### config.mk
export PLATFORM = sky130hd
export DESIGN_NAME = preemptive_priority_scheduler
export DESIGN_NICKNAME = d
export VERILOG_FILES = /design/src/hdl/pps_pkg.sv /design/src/hdl/pps_table.sv /design/src/hdl/pps_ctrl.sv /design/src/hdl/preemptive_priority_scheduler.sv
export SDC_FILE = /design/constraint.sdc
export NUM_CORES = 1
export LEC_CHECK = 0
export BUFFER_PORTS_ARGS = -buffer_cell sky130_fd_sc_hd__buf_2
export CAP_MARGIN = 15
export CORE_MARGIN = 1
export CORE_UTILIZATION = 40
export CTS_BUF_LIST = sky130_fd_sc_hd__clkbuf_8
export CTS_CLUSTER_DIAMETER = 30
export CTS_CLUSTER_SIZE = 8
export DETAILED_ROUTE_END_ITERATION = 8
export GPL_TIMING_DRIVEN = 0
export PLACE_DENSITY_LB_ADDON = 0.08
export SLEW_MARGIN = 20
export SYNTH_ARGS = -nofsm -noshare
export SYNTH_HDL_FRONTEND = slang
export SYNTH_SLANG_ARGS = --single-unit
### constraint.sdc
create_clock -name clk -period 25.2 [get_ports clk]
set_input_delay 0 -clock clk [delete_from_list [all_inputs] [get_ports clk]]
set_output_delay 0 -clock clk [all_outputs]
set_load 0.05 [all_outputs]
### src/hdl/pps_pkg.sv
package pps_pkg;

	localparam int MAX_PROCESSES_DEF = 16;
	localparam int IN_DATA_W         = 40;
	localparam int OUT_DATA_W        = 104;

	typedef enum logic {
		OP_LOAD = 1'b0,
		OP_TICK = 1'b1
	} op_t;

	typedef enum logic [1:0] {
		ST_IDLE,
		ST_SCAN,
		ST_UPDATE,
		ST_REPORT
	} state_t;

	// load word, arrival in the lowest bits
	typedef struct packed {
		logic [7:0]  priority_value;
		logic [15:0] burst_time;
		logic [15:0] arrival_time;
	} load_t;

	// one row of the process table
	typedef struct packed {
		logic [15:0] remaining;
		logic [7:0]  priority_value;
		logic [15:0] burst_time;
		logic [15:0] arrival_time;
	} entry_t;

	// result word, running_index in the lowest bits
	typedef struct packed {
		logic        all_done;
		logic [31:0] waiting;
		logic [31:0] turnaround;
		logic [31:0] completion_time;
		logic        finished;
		logic        idle;
		logic [3:0]  running_index;
	} result_t;

endpackage

### src/hdl/pps_table.sv
module pps_table import pps_pkg::*; #(
	parameter int DEPTH = MAX_PROCESSES_DEF
) (
	input  logic                     clk,
	input  logic                     we,
	input  logic [$clog2(DEPTH)-1:0] waddr,
	input  entry_t                   wdata,
	input  logic                     re,
	input  logic [$clog2(DEPTH)-1:0] raddr,
	output entry_t                   rdata
);

	entry_t mem [DEPTH];

	always_ff @(posedge clk) begin
		if (we) begin
			mem[waddr] <= wdata;
		end
	end

	always_ff @(posedge clk) begin
		if (re) begin
			rdata <= mem[raddr];
		end
	end

endmodule

### src/hdl/pps_ctrl.sv
module pps_ctrl import pps_pkg::*; #(
	parameter int MAX_PROCESSES = MAX_PROCESSES_DEF
) (
	input  logic                             clk,
	input  logic                             arst_n,
	input  logic                             in_valid,
	output logic                             in_ready,
	input  op_t                              in_op,
	input  load_t                            in_load,
	output logic                             res_valid,
	input  logic                             res_ready,
	output result_t                          res,
	output logic                             mem_we,
	output logic [$clog2(MAX_PROCESSES)-1:0] mem_waddr,
	output entry_t                           mem_wdata,
	output logic                             mem_re,
	output logic [$clog2(MAX_PROCESSES)-1:0] mem_raddr,
	input  entry_t                           mem_rdata
);

	localparam int IDX_W = $clog2(MAX_PROCESSES);
	localparam int CNT_W = $clog2(MAX_PROCESSES + 1);

	state_t                   state_q, state_d;
	logic [CNT_W-1:0]         count_q;
	logic [CNT_W-1:0]         fin_cnt_q;
	logic [CNT_W-1:0]         issue_q;
	logic [31:0]              time_q;
	logic [MAX_PROCESSES-1:0] done_q;
	logic                     vld_s1;
	logic [IDX_W-1:0]         idx_s1;
	logic                     found_q;
	logic                     fin_q;
	entry_t                   best_q;
	logic [IDX_W-1:0]         pick_q;
	logic [31:0]              tat_q;

	logic        load_ok;
	logic        eligible;
	logic        better;
	logic [15:0] rem_dec;
	entry_t      upd_entry;

	assign load_ok  = (count_q < CNT_W'(MAX_PROCESSES)) && (in_load.burst_time != 16'd0);
	assign eligible = vld_s1 && ({16'd0, mem_rdata.arrival_time} <= time_q)
		&& !done_q[idx_s1] && (mem_rdata.remaining != 16'd0);
	assign better   = !found_q || (mem_rdata.priority_value < best_q.priority_value);
	assign rem_dec  = best_q.remaining - 16'd1;
	assign upd_entry = {rem_dec, best_q.priority_value, best_q.burst_time,
		best_q.arrival_time};

	always_ff @(posedge clk or negedge arst_n) begin
		if (!arst_n) begin
			state_q <= ST_IDLE;
		end else begin
			state_q <= state_d;
		end
	end

	always_comb begin
		state_d   = state_q;
		in_ready  = 1'b0;
		res_valid = 1'b0;
		mem_we    = 1'b0;
		mem_waddr = count_q[IDX_W-1:0];
		mem_wdata = {in_load.burst_time, in_load};
		mem_re    = 1'b0;
		mem_raddr = issue_q[IDX_W-1:0];
		unique case (state_q)
			ST_IDLE: begin
				in_ready = 1'b1;
				if (in_valid) begin
					if (in_op == OP_TICK) begin
						state_d = ST_SCAN;
					end else if (load_ok) begin
						mem_we = 1'b1;
					end
				end
			end
			ST_SCAN: begin
				if (issue_q < count_q) begin
					mem_re = 1'b1;
				end else if (!vld_s1) begin
					state_d = ST_UPDATE;
				end
			end
			ST_UPDATE: begin
				if (found_q) begin
					mem_we    = 1'b1;
					mem_waddr = pick_q;
					mem_wdata = upd_entry;
				end
				state_d = ST_REPORT;
			end
			ST_REPORT: begin
				res_valid = 1'b1;
				if (res_ready) begin
					state_d = ST_IDLE;
				end
			end
			default: state_d = ST_IDLE;
		endcase
	end

	// control registers
	always_ff @(posedge clk or negedge arst_n) begin
		if (!arst_n) begin
			count_q   <= '0;
			fin_cnt_q <= '0;
			issue_q   <= '0;
			time_q    <= '0;
			done_q    <= '0;
			vld_s1    <= 1'b0;
			found_q   <= 1'b0;
			fin_q     <= 1'b0;
		end else begin
			unique case (state_q)
				ST_IDLE: begin
					if (in_valid && in_op == OP_LOAD && load_ok) begin
						count_q                      <= count_q + CNT_W'(1);
						done_q[count_q[IDX_W-1:0]] <= 1'b0;
					end
					issue_q <= '0;
					found_q <= 1'b0;
					vld_s1  <= 1'b0;
				end
				ST_SCAN: begin
					vld_s1 <= mem_re;
					if (mem_re) begin
						issue_q <= issue_q + CNT_W'(1);
					end
					if (eligible && better) begin
						found_q <= 1'b1;
					end
				end
				ST_UPDATE: begin
					time_q <= time_q + 32'd1;
					fin_q  <= found_q && (rem_dec == 16'd0);
					if (found_q && rem_dec == 16'd0) begin
						done_q[pick_q] <= 1'b1;
						fin_cnt_q      <= fin_cnt_q + CNT_W'(1);
					end
				end
				ST_REPORT: ;
				default: ;
			endcase
		end
	end

	// scan payload
	always_ff @(posedge clk) begin
		if (state_q == ST_SCAN) begin
			idx_s1 <= issue_q[IDX_W-1:0];
			if (eligible && better) begin
				best_q <= mem_rdata;
				pick_q <= idx_s1;
			end
		end
		if (state_q == ST_UPDATE) begin
			// time + 1 - arrival
			tat_q <= time_q + {16'hFFFF, ~best_q.arrival_time} + 32'd2;
		end
	end

	always_comb begin
		res.running_index   = found_q ? 4'(pick_q) : 4'd0;
		res.idle            = !found_q;
		res.finished        = fin_q;
		res.completion_time = time_q;
		res.turnaround      = fin_q ? tat_q : 32'd0;
		res.waiting         = fin_q ? (tat_q - {16'd0, best_q.burst_time}) : 32'd0;
		res.all_done        = (fin_cnt_q == count_q);
	end

endmodule

### src/hdl/preemptive_priority_scheduler.sv
// Channel  Dir  Handshake         Payload
// s        in   s_tvalid/tready   tuser: operation; tdata: arrival, burst, priority
// m        out  m_tvalid/tready   tdata: index, idle, finished, times, all_done
//
// A load word is accepted in idle and its table row is written straight away,
// unless the table is full or the burst is zero. A tick word runs through
// scan, update and report steps: the scan reads one table row per cycle
// through the single read port of the table memory.
// Reset (arst_n low) empties the table, zeroes time and counters.
// A finished result sits in the output register; the next word is taken
// while it waits, and a tick only stalls in its report step if the
// register is still full.
module preemptive_priority_scheduler import pps_pkg::*; #(
	parameter int MAX_PROCESSES = MAX_PROCESSES_DEF
) (
	input  logic                  clk,
	input  logic                  arst_n,
	input  logic                  s_tvalid,
	output logic                  s_tready,
	// [15:0] arrival_time, [31:16] burst_time, [39:32] priority_value
	input  logic [IN_DATA_W-1:0]  s_tdata,
	// [0] operation
	input  logic [0:0]            s_tuser,
	output logic                  m_tvalid,
	input  logic                  m_tready,
	// [3:0] running_index, [4] idle, [5] finished, [37:6] completion_time,
	// [69:38] turnaround, [101:70] waiting, [102] all_done, [103] zero
	output logic [OUT_DATA_W-1:0] m_tdata
);

	localparam int IDX_W = $clog2(MAX_PROCESSES);

	// controller to table memory
	logic             mem_we;
	logic [IDX_W-1:0] mem_waddr;
	entry_t           mem_wdata;
	logic             mem_re;
	logic [IDX_W-1:0] mem_raddr;
	entry_t           mem_rdata;

	// result handoff
	logic    res_valid;
	logic    res_ready;
	result_t res;

	// output register
	logic    out_vld_q;
	result_t out_q;

	pps_table #(
		.DEPTH (MAX_PROCESSES)
	) u_table (
		.clk   (clk),
		.we    (mem_we),
		.waddr (mem_waddr),
		.wdata (mem_wdata),
		.re    (mem_re),
		.raddr (mem_raddr),
		.rdata (mem_rdata)
	);

	pps_ctrl #(
		.MAX_PROCESSES (MAX_PROCESSES)
	) u_ctrl (
		.clk       (clk),
		.arst_n    (arst_n),
		.in_valid  (s_tvalid),
		.in_ready  (s_tready),
		.in_op     (op_t'(s_tuser[0])),
		.in_load   (load_t'(s_tdata)),
		.res_valid (res_valid),
		.res_ready (res_ready),
		.res       (res),
		.mem_we    (mem_we),
		.mem_waddr (mem_waddr),
		.mem_wdata (mem_wdata),
		.mem_re    (mem_re),
		.mem_raddr (mem_raddr),
		.mem_rdata (mem_rdata)
	);

	// slot is free when empty or being drained this cycle
	assign res_ready = !out_vld_q || m_tready;

	always_ff @(posedge clk or negedge arst_n) begin
		if (!arst_n) begin
			out_vld_q <= 1'b0;
		end else if (res_ready) begin
			out_vld_q <= res_valid;
		end
	end

	always_ff @(posedge clk) begin
		if (res_valid && res_ready) begin
			out_q <= res;
		end
	end

	assign m_tvalid = out_vld_q;
	assign m_tdata  = {1'b0, out_q};

endmodule
Yosys cells after proc, flatten, opt, wreduce, memory -nomap -nowiden
Memories as Yosys holds them, arrays and structs flattened. A register that Yosys moved wholly into a read port is not among the register bits.
Cells that the tools add are included.
{ "op_classes": {"muxes": 35, "bitwise": 5, "eq_ne": 13, "n_div": 0, "n_reduce_logical": 29, "n_lt_le_gt_ge": 9, "shift": 0, "add_sub_neg": 8, "multipliers": 0} }
{ "op_table": {"columns": ["operator", "count"], "rows": [
  ["$mux W56", 2],
  ["$add A32 B1 Y32 const B", 1],
  ["$add A32 B2 Y32 const B", 1],
  ["$add A32 B32 Y32", 1],
  ["$le A16 B32 Y1", 1],
  ["$mux W16", 2],
  ["$not A16 Y16", 2],
  ["$pmux W16 S2", 1],
  ["$reduce_bool A16 Y1", 2],
  ["$sub A32 B16 Y32", 1],
  ["$and A16 B16 Y16", 1],
  ["$logic_not A16 Y1", 1],
  ["$or A16 B16 Y16", 1],
  ["$sub A16 B1 Y16 const B", 1],
  ["$add A5 B1 Y5 const B", 3],
  ["$lt A4 B5 Y1 const B", 3],
  ["$mux W1", 14],
  ["$ne A2 B2 Y1 const B", 6],
  ["$logic_and A1 B1 Y1", 11],
  ["$mux W2", 5],
  ["$pmux W5 S2", 1],
  ["$reduce_and A2 Y1", 5],
  ["$demux W1 S4", 2],
  ["$ge A4 B1 Y1 const B", 2],
  ["other kinds (19)", 29]
]} }
{ "word_totals": {"regBits": 268, "romBits": 0, "ramBits": 896, "memories": 1, "latchBits": 0, "word_cells": 124, "output_inout_bits": 106} }
{ "memory_table": {"columns": ["memory", "words", "word_bits", "read_ports", "rd_clocked_by_memory_dff", "write_ports", "line_no", "source"], "rows": [
  ["u_table.mem", 16, 56, 1, 1, 1, "pps_table.sv:13", "entry_t mem [DEPTH];"]
]} }

Depth between registers and ports, before layout
Gate-level depths: netlist of the first run.
{ "depth": {"depth_word": 8, "ltp_mapped": 14, "depth_no_buf": 14} }

Hierarchy
From an unflattened synthesis of the first run, not the netlist that was laid out.
{ "unflattened": {"hier_cells": 2754, "area_unflattened_um2": 49902.9} }
{ "by_module_without_submodules": {"columns": ["module", "n_inst", "seq_area_each_um2", "cells_per_inst", "area_each_um2"], "rows": [
  ["pps_table", 1, 28587.4, 1445, 35238.8],
  ["pps_ctrl", 1, 4584.4, 1200, 11506.0],
  ["preemptive_priority_scheduler", 1, 3118.0, 109, 3158.0]
]} }

Least setup slack after synthesis of the first run
OpenSTA, ideal clock, no wires.
{ "synth_path": {"path_type": "register -> register", "from": "register u_ctrl.time_q[1]", "to": "register u_ctrl.best_q[0] in the netlist's numbering (enable)", "t_arrival_ps": 7900, "stages_incl_launch_ff": 10, "setup_slack_ps": 16650, "setup_time_ps": 650, "cell_sequence": "dfrtp_1 > inv_1 > ha_1 > nor2b_1 > o21a_1 > o21a_1 > o21ai_0 > a21boi_0 > o31a_1 > nor4b_1"} }
{ "synth_between": {"elab_chain_cells": 6} }
{ "synth_rtl": {"columns": ["item", "line_no", "source"], "rows": [
  ["start, declared", "pps_ctrl.sv:28", "logic [31:0] time_q;"],
  ["start signal, assigned", "pps_ctrl.sv:137", "time_q <= time_q + 32'd1;"],
  ["$le A16 B32 Y1", "pps_ctrl.sv:45", "assign eligible = vld_s1 && ({16'd0, mem_rdata.arrival_time} <= time_q)"],
  ["$logic_and A1 B1 Y1", "pps_ctrl.sv:45", null],
  ["$logic_and A1 B1 Y1 (2 in a row)", "pps_ctrl.sv:46", "&& !done_q[idx_s1] && (mem_rdata.remaining != 16'd0);"],
  ["$logic_and A1 B1 Y1", "pps_ctrl.sv:154", "if (eligible && better) begin"],
  ["$reduce_and A2 Y1 (no source line)", null, null],
  ["end signal, assigned", "pps_ctrl.sv:155", "best_q <= mem_rdata;"],
  ["end, declared", "pps_ctrl.sv:34", "entry_t best_q;"]
]} }
No other way between the ends.
A chain may end at the register's enable or synchronous reset.

Worst setup path after layout of the first run
{ "layout_path": {"from": "register u_ctrl.state_q[0]", "to": "memory u_table.mem[7][21] in the netlist's numbering (enable)"} }
{ "layout_between": {"elab_chain_cells": 4} }
{ "layout_rtl": {"columns": ["item", "line_no", "source"], "rows": [
  ["start, declared", "pps_ctrl.sv:24", "state_t state_q, state_d;"],
  ["start signal, assigned", "pps_ctrl.sv:56", "state_q <= state_d;"],
  ["$eq A2 B2 Y1 / $logic_not A2 Y1 (equally long branches)", "pps_ctrl.sv:69", "unique case (state_q)"],
  ["$pmux W1 S2", "pps_ctrl.sv:69", null],
  ["$mux W1", "pps_table.sv:16", "if (we) begin"],
  ["$mux W1 (implied by the code)", "pps_table.sv:17", "mem[waddr] <= wdata;"],
  ["end, declared", "pps_table.sv:13", null]
]} }
Several ways; a longest one is shown, not always the timed one.

==> impl_metrics.csv, run 1 <==
group,metric,value,unit
final_layout,fin_nets,3363,
power_and_ir_drop,clockPowerShare,0.364,
run,max_cap_viol_count,0,
synthesis,synth.avg_cell_area,19.0,µm²
critical_path,cp.arrival,5.42,ns
place,portBuffers,149,
global_routing,grt_max_degree,56,
critical_path,start_kind,"flip-flop",
global_routing,grt_pass1_vias,29064,
critical_path,crit_type,"flip-flop to flip-flop",
timing,rsz0062_at_grt,"false",
drt,drt.antenna.violating_nets,0,
global_routing,antenna_found_initial,7,
clocking,clock-root-buffer,"clkbuf_8",
floorplan,io_pins,151,
clocking,htree_levels,5,
synthesis,synth_nets,2787,
synthesis,synth_largest_area_cell,"edfxtp_1",
place,dp_cells,4497,
clocking,cts.clk_slew.worst_paths,0.05,ns
global_routing,grt-ovfl-total,0,
timing,relSlewSlack,0.219,
place,dpl.hpwl,96.8,mm
timing,setup_viol,0,
critical_path,worstPathMaxFanout,13,
timing,timing.fmax,0.209,GHz
clocking,hold_buffers,42,
status,outcome,"finished clean",
clocking,clkLatencyLatePin,0.99,ns
power_and_ir_drop,fin_total_pwr,0.00642,W
power_and_ir_drop,p_int,0.00447,W
drt,vias_per_cell,5.45,
timing,hold_violations,0,
timing,skew,0.0700,ns
min_path,hold_class,"primary input to flip-flop",
timing,worst_hold_slack,0.111,ns
global_routing,grt_usage,0.227,
drt,routed_wl,140,mm
timing,period_minus_slack,4.78,ns
synthesis,ys_seq_area_frac,0.729,
final_layout,fin_util,0.495,
synthesis,synth.distinct_cells,81,
floorplan,die_w,355,µm
drt,drc,0,
synthesis,netlist_area,49800,µm²
clocking,cts_buffers,287,
global_routing,grt_pass1_wl,202,mm
synthesis,ys_top_cells_by_area,"edfxtp_1, mux4_2, dfrtp_1",
place,gp_congestion,0.848,
drt,drt_iter0_markers,2241,
power_and_ir_drop,p_comb_frac,0.235,
floorplan,die_area,126000,µm²
floorplan,core-area,123000,µm²
synthesis,async_flop_share,0.0566,
synthesis,ys.flop_type,"edfxtp_1",
floorplan,num_rows,129,
power_and_ir_drop,cellLeakagePower,20.9,nW
clocking,cts_buffer_depth,4,
synthesis,ys_ff_latch,1220,
critical_path,end_kind,"flip-flop",
synthesis,ys_top_cells_by_count,"edfxtp_1, mux4_2, ha_1",
clocking,post_cts_buffers,0,
power_and_ir_drop,p_sw_frac,0.304,
power_and_ir_drop,p_switching,0.00195,W
power_and_ir_drop,power_density,105,nW/µm²
floorplan,initial_utilization,0.403,
final_layout,area_growth,22.9,%
final_layout,drive_above_1_share,0.302,
clocking,cts_resized,0,
drt,dr_total_vias,27448,
synthesis,synth_edf_count,1151,
synthesis,synth_cells,2616,
final_layout,nFillCells,10223,
synthesis,synth.top_cell.area_share,0.695,
synthesis,synth_warnings,0,
final_layout,fin_cells,5033,
synthesis,synth_most_common_cell,"edfxtp_1",
timing,tightest_slew,1.17,ns
timing,finalMaxSlewViolations,0,
timing,finalSetupTns,0,ns
power_and_ir_drop,seqPwrFrac,0.401,
drt,routedWlPerCell,27.9,µm
power_and_ir_drop,irDropWorstVdd,0.0702,mV
timing,fin_crit_sh,0.190,
clocking,cts_tree,"done",
critical_path,cp.required,25.84,ns
drt,drt_first_pass_iters,5,
clocking,cts_sinks,1220,
floorplan,die_h,355,µm
[flip-flops by register name, indices dropped and copies added (netlist names)]
register          cells
u_ctrl.done_q        16
u_ctrl.time_q        32
u_ctrl.state_q        2
u_ctrl.idx_s1         4
u_ctrl.count_q        5
u_ctrl.tat_q         32
u_ctrl.vld_s1         1
m_tvalid              1
u_table.rdata        56
u_ctrl.pick_q         4
u_table.mem         896
u_ctrl.found_q        1
u_ctrl.fin_cnt_q      5
u_ctrl.fin_q          1
m_tdata             103
u_ctrl.best_q        56
u_ctrl.issue_q        5
[critical path: stages (launching register included)]
cell	delay, ns
dfrtp_1	0.41
inv_1	0.11
ha_2	0.35
clkbuf_1	0.64
nand2_1	0.43
clkbuf_1	0.59
nor2_1	0.35
a21oi_1	0.23
nor2_4	0.69
buf_16	0.25
buf_12	0.20
buf_16	0.18
[layer usage]
metal	track usage	part of all wire	vias up
li1	-	-	11703
met1	0.296	0.42	14475
met2	0.379	0.50	1020
met3	0.0503	0.060	244
met4	0.0693	0.023	6
met5	0	0.00026	-
[logic make-up after synthesis]
kind of cell | Yosys count | synth area share
AO/OA/AOI/OAI | 256 | 0.0322
XOR/XNOR | 112 | 0.0197
adder cells (fa/ha/maj) | 126 | 0.0320
buffers and inverters | 200 | 0.0154
flip-flops | 1220 | 0.729
multiplexers | 287 | 0.129
other | 1 | 0.0000754
AND/OR/NAND/NOR | 414 | 0.0420
[worst paths after layout]
check	startpoint	to	slack (ns)	cells after the start
max in group asynchronous	arst_n	u_ctrl.vld_s1	24.01	6
min	s_tdata[24]	u_table.mem[1][48]	0.11	3
max reg2reg	u_ctrl.state_q[0]	u_table.mem[7][21]	20.42	11
max	u_ctrl.state_q[0]	u_table.mem[7][21]	20.42	11
min in group asynchronous	arst_n	u_ctrl.time_q[29]	0.61	5
min reg2reg	u_table.rdata[23]	u_ctrl.best_q[23]	0.42	0
[power groups by stage]
stage | Clock [W] | Sequential, W | Combinational [W]
3_5_place_dp | 0 | 0.00262 | 0.00153
6_report | 0.00234 | 0.00257 | 0.00151
3_3_place_gp | 0 | 0.00265 | 0.00145
2_1_floorplan | 0 | 0.00276 | 0.000823
4_1_cts | 0.00239 | 0.00258 | 0.00154
5_1_grt | 0.00249 | 0.00259 | 0.00162
[through the flow]
stage	setup slack [ns]	area, µm²
2_1_floorplan	16.65	49800
3_3_place_gp	8.95	52600
3_5_place_dp	20.47	54800
4_1_cts	20.46	61100
5_1_grt	20.33	61200
6_report	20.42	61200
[final cells by class]
| type | instances | area, µm² | area share |
|---|---|---|---|
| Sequential cell | 1220 | 36300 | 0.593 |
| Multi-Input combinational cell | 1196 | 12900 | 0.211 |
| Clock buffer | 293 | 4030 | 0.0659 |
| Timing Repair Buffer | 287 | 3280 | 0.0536 |
| Tap cell | 1637 | 2050 | 0.0335 |
| Clock inverter | 199 | 1830 | 0.0299 |
| Buffer | 94 | 404 | 0.00661 |
| Inverter | 106 | 398 | 0.00651 |
| Antenna cell | 1 | 2.50 | 0.0000409 |
[layout by cell type (no fill, tap or decap), types with 9 or more instances in the layout]
cell type      Yosys  final
a21o_1            22     22
a21oi_1           67     66
a31oi_1            9      9
and2_1            42     41
buf_12             0     10
buf_16             0     64
buf_2              2    177
buf_4              2     15
bufinv_16          0     31
clkbuf_1          64     55
clkbuf_2           0      9
clkbuf_8           0    293
clkinv_1           1     50
clkinv_2           0     36
clkinv_4           0     14
clkinvlp_4         0     39
dfrtp_1           69     69
dlygate4sd3_1      0     42
edfxtp_1        1151   1151
ha_1             124    123
inv_1            105    134
mux4_2           285    285
nand2_1          111    111
nand2b_1          18     18
nand3_1           19     19
nand4_1           21     21
nor2_1           101     85
nor2_4             0     16
nor2b_1           16     16
nor3_1            25     25
nor4_1            19     19
o21ai_0           90     37
o21ai_1            0     47
xnor2_1           86     86
xor2_1            26     26
(Power assumes the default switching activity.)
==> inputs of run 2 (changes only) <==
==> constraint.sdc (replaced) <==
create_clock -name clk -period 4.2 [get_ports clk]
set_input_delay 0 -clock clk [delete_from_list [all_inputs] [get_ports clk]]
set_output_delay 0 -clock clk [all_outputs]
set_load 0.05 [all_outputs]
==> run 2 against run 1 <==
- largest cell class unchanged
- critical path depth decreased by 1
- setup slack worse by 20 ns
- clock skew down 0.0075 ns
==> impl_metrics.csv, run 2 (synthesis results as in run 1) <==
group,metric,value,unit
timing,hold_violations,0,
place,portBuffers,149,
timing,relSlewSlack,0.241,
min_path,hold_class,"primary input to flip-flop",
floorplan,initial_utilization,0.403,
final_layout,largest-register,"u_table.mem",
clocking,clock-root-buffer,"clkbuf_8",
clocking,htree_levels,5,
floorplan,die_w,355,µm
status,outcome,"finished clean",
clocking,cts_sinks,1220,
power_and_ir_drop,irDropWorstVdd,0.413,mV
final_layout,drive_above_1_share,0.313,
timing,timing.fmax,0.247,GHz
clocking,clkLatencyLatePin,0.99,ns
critical_path,cp.required,4.89,ns
drt,dr_total_vias,27426,
power_and_ir_drop,seqPwrFrac,0.385,
timing,skew,0.0625,ns
power_and_ir_drop,p_sw_frac,0.297,
critical_path,crit_type,"flip-flop to flip-flop",
critical_path,cp.arrival,4.74,ns
run,max_cap_viol_count,0,
final_layout,largest_reg_flops,896,
global_routing,grt-ovfl-total,0,
global_routing,grt_max_degree,54,
drt,drt.antenna.violating_nets,0,
drt,drc,0,
place,dpl.hpwl,97.2,mm
drt,drt_iter0_markers,2217,
timing,finalSetupTns,0,ns
global_routing,grt_usage,0.228,
drt,vias_per_cell,5.42,
clocking,cts_buffers,299,
critical_path,timing.rr.end,"u_table.mem[12][27]",
final_layout,area_growth,24.6,%
min_path,hold_end,"u_table.mem[0][48]",
critical_path,reg2reg_depth,10,
floorplan,die_area,126000,µm²
critical_path,cpMaxStageDelayCell,"a22oi_1",
final_layout,final_common_cell,"edfxtp_1",
power_and_ir_drop,p_int,0.0282,W
timing,finalMaxSlewViolations,0,
clocking,cts_tree,"done",
critical_path,worst_path_most_repeated_cell,"buf_16",
place,gp_congestion,0.855,
place,dpl-instance-area,54900,µm²
final_layout,nFillCells,10106,
final_layout,register_area,36300,µm²
final_layout,multi_input_area,12900,µm²
critical_path,r2r_slack,0.15,ns
clocking,cts.clk_slew.worst_paths,0.06,ns
timing,rsz0062_at_grt,"false",
timing,period_minus_slack,4.05,ns
floorplan,num_rows,129,
final_layout,final_cell_mix,"edfxtp_1, clkbuf_8, mux4_2",
timing,fin_crit_sh,0.964,
critical_path,worstPathMaxFanout,16,
critical_path,crit_chain,"inv_1 > ha_2 > and2_0 > buf_1 > nor2_1 > a22oi_1 > nor2_4 > buf_16 > buf_16 > buf_16",
floorplan,core-area,123000,µm²
floorplan,die_h,355,µm
timing,setup_viol,0,
power_and_ir_drop,clockPowerShare,0.389,
power_and_ir_drop,p_comb_frac,0.226,
clocking,cts_buffer_depth,4,
global_routing,antenna_found_initial,5,
timing,tightest_slew,1.14,ns
min_path,min_path_cells,3,
critical_path,end_kind,"flip-flop",
critical_path,timing.rr.start,"u_ctrl.state_q[0]",
final_layout,final_cell_area,62000,µm²
min_path,worstHoldStart,"s_tdata[24]",
final_layout,fin_nets,3378,
power_and_ir_drop,cellLeakagePower,21.4,nW
critical_path,start_kind,"flip-flop",
global_routing,grt_pass1_wl,203,mm
drt,drt_first_pass_iters,5,
global_routing,grt_pass1_vias,29232,
power_and_ir_drop,p_switching,0.0119,W
floorplan,io_pins,151,
drt,routedWlPerCell,28.0,µm
drt,routed_wl,142,mm
critical_path,critPathMaxStageDelay,0.82,ns
power_and_ir_drop,power_density,647,nW/µm²
run 2: power groups by stage:
stage	logic, W	clock network, W	registers [W]
after floorplan	0.00495	0	0.0166
after global placement	0.00872	0	0.0158
after detailed placement	0.00917	0	0.0157
after CTS	0.00923	0.0159	0.0155
after global routing	0.00968	0.0165	0.0155
final	0.00908	0.0156	0.0155
run 2: cell type report:
type	instances	share of cell area
Tap cell	1637	0.0330
Timing Repair Buffer	291	0.0549
Antenna cell	2	0.0000807
Clock buffer	313	0.0695
Sequential cell	1220	0.585
Clock inverter	206	0.0364
Buffer	93	0.00662
Inverter	106	0.00642
Multi-Input combinational cell	1196	0.208
run 2: timing repair:
item | 4_1_cts | 5_1_grt
setup buffers | 2 | 0
hold endpoints to repair | 735 | 16
pin swaps | 2 | 0
resized for setup | 1 | 4
endpoints found under the setup margin | 990 | 7
hold buffers | 44 | 1
run 2: critical path: cells and delay by family (launching register included):
kind,cells,cell delay (ns)
buf+inv,5,1.39
compound gates,1,0.82
simple gates,3,0.63
fa+ha+maj,1,0.47
flops,1,0.43
run 2: worst max path at each step:
stage                                 start                   to  slack, ns  cells past startpoint
after detailed placement  u_ctrl.state_q[0]   u_table.mem[4][25]      -0.47                     11
after floorplan           u_ctrl.state_q[0]    u_table.mem[0][0]      -0.97                      8
after CTS                 u_ctrl.issue_q[0]    u_table.rdata[49]       0.01                      5
final                     u_ctrl.state_q[0]  u_table.mem[12][27]       0.15                     10
after global routing      u_ctrl.state_q[0]  u_table.mem[12][27]       0.03                     10
after global placement    u_ctrl.state_q[0]   u_table.mem[1][35]      -6.98                      8
run 2: per-stage QoR:
step / setup WS [ns] / utilization / power (W) / hold slack [ns] / std cells
2_1_floorplan: -0.975 / - / 0.0215 / -0.296 / 2616
3_3_place_gp: -6.98 / 0.426 / 0.0245 / 0.370 / 4402
3_5_place_dp: -0.465 / 0.445 / 0.0249 / -0.0341 / 4497
4_1_cts: 0.0110 / 0.502 / 0.0406 / 0.0114 / 5061
5_1_grt: 0.0257 / 0.502 / 0.0417 / 0.0982 / 5063
6_report: 0.151 / 0.502 / 0.0401 / 0.0518 / 5064
run 2: per-layer routing:
metal / vias up / global-route usage / routed length (µm)
li1: 11759 / - / -
met1: 14389 / 0.297 / 59100
met2: 1042 / 0.385 / 71300
met3: 232 / 0.0484 / 8350
met4: 4 / 0.0689 / 3020
met5: - / 0 / 33
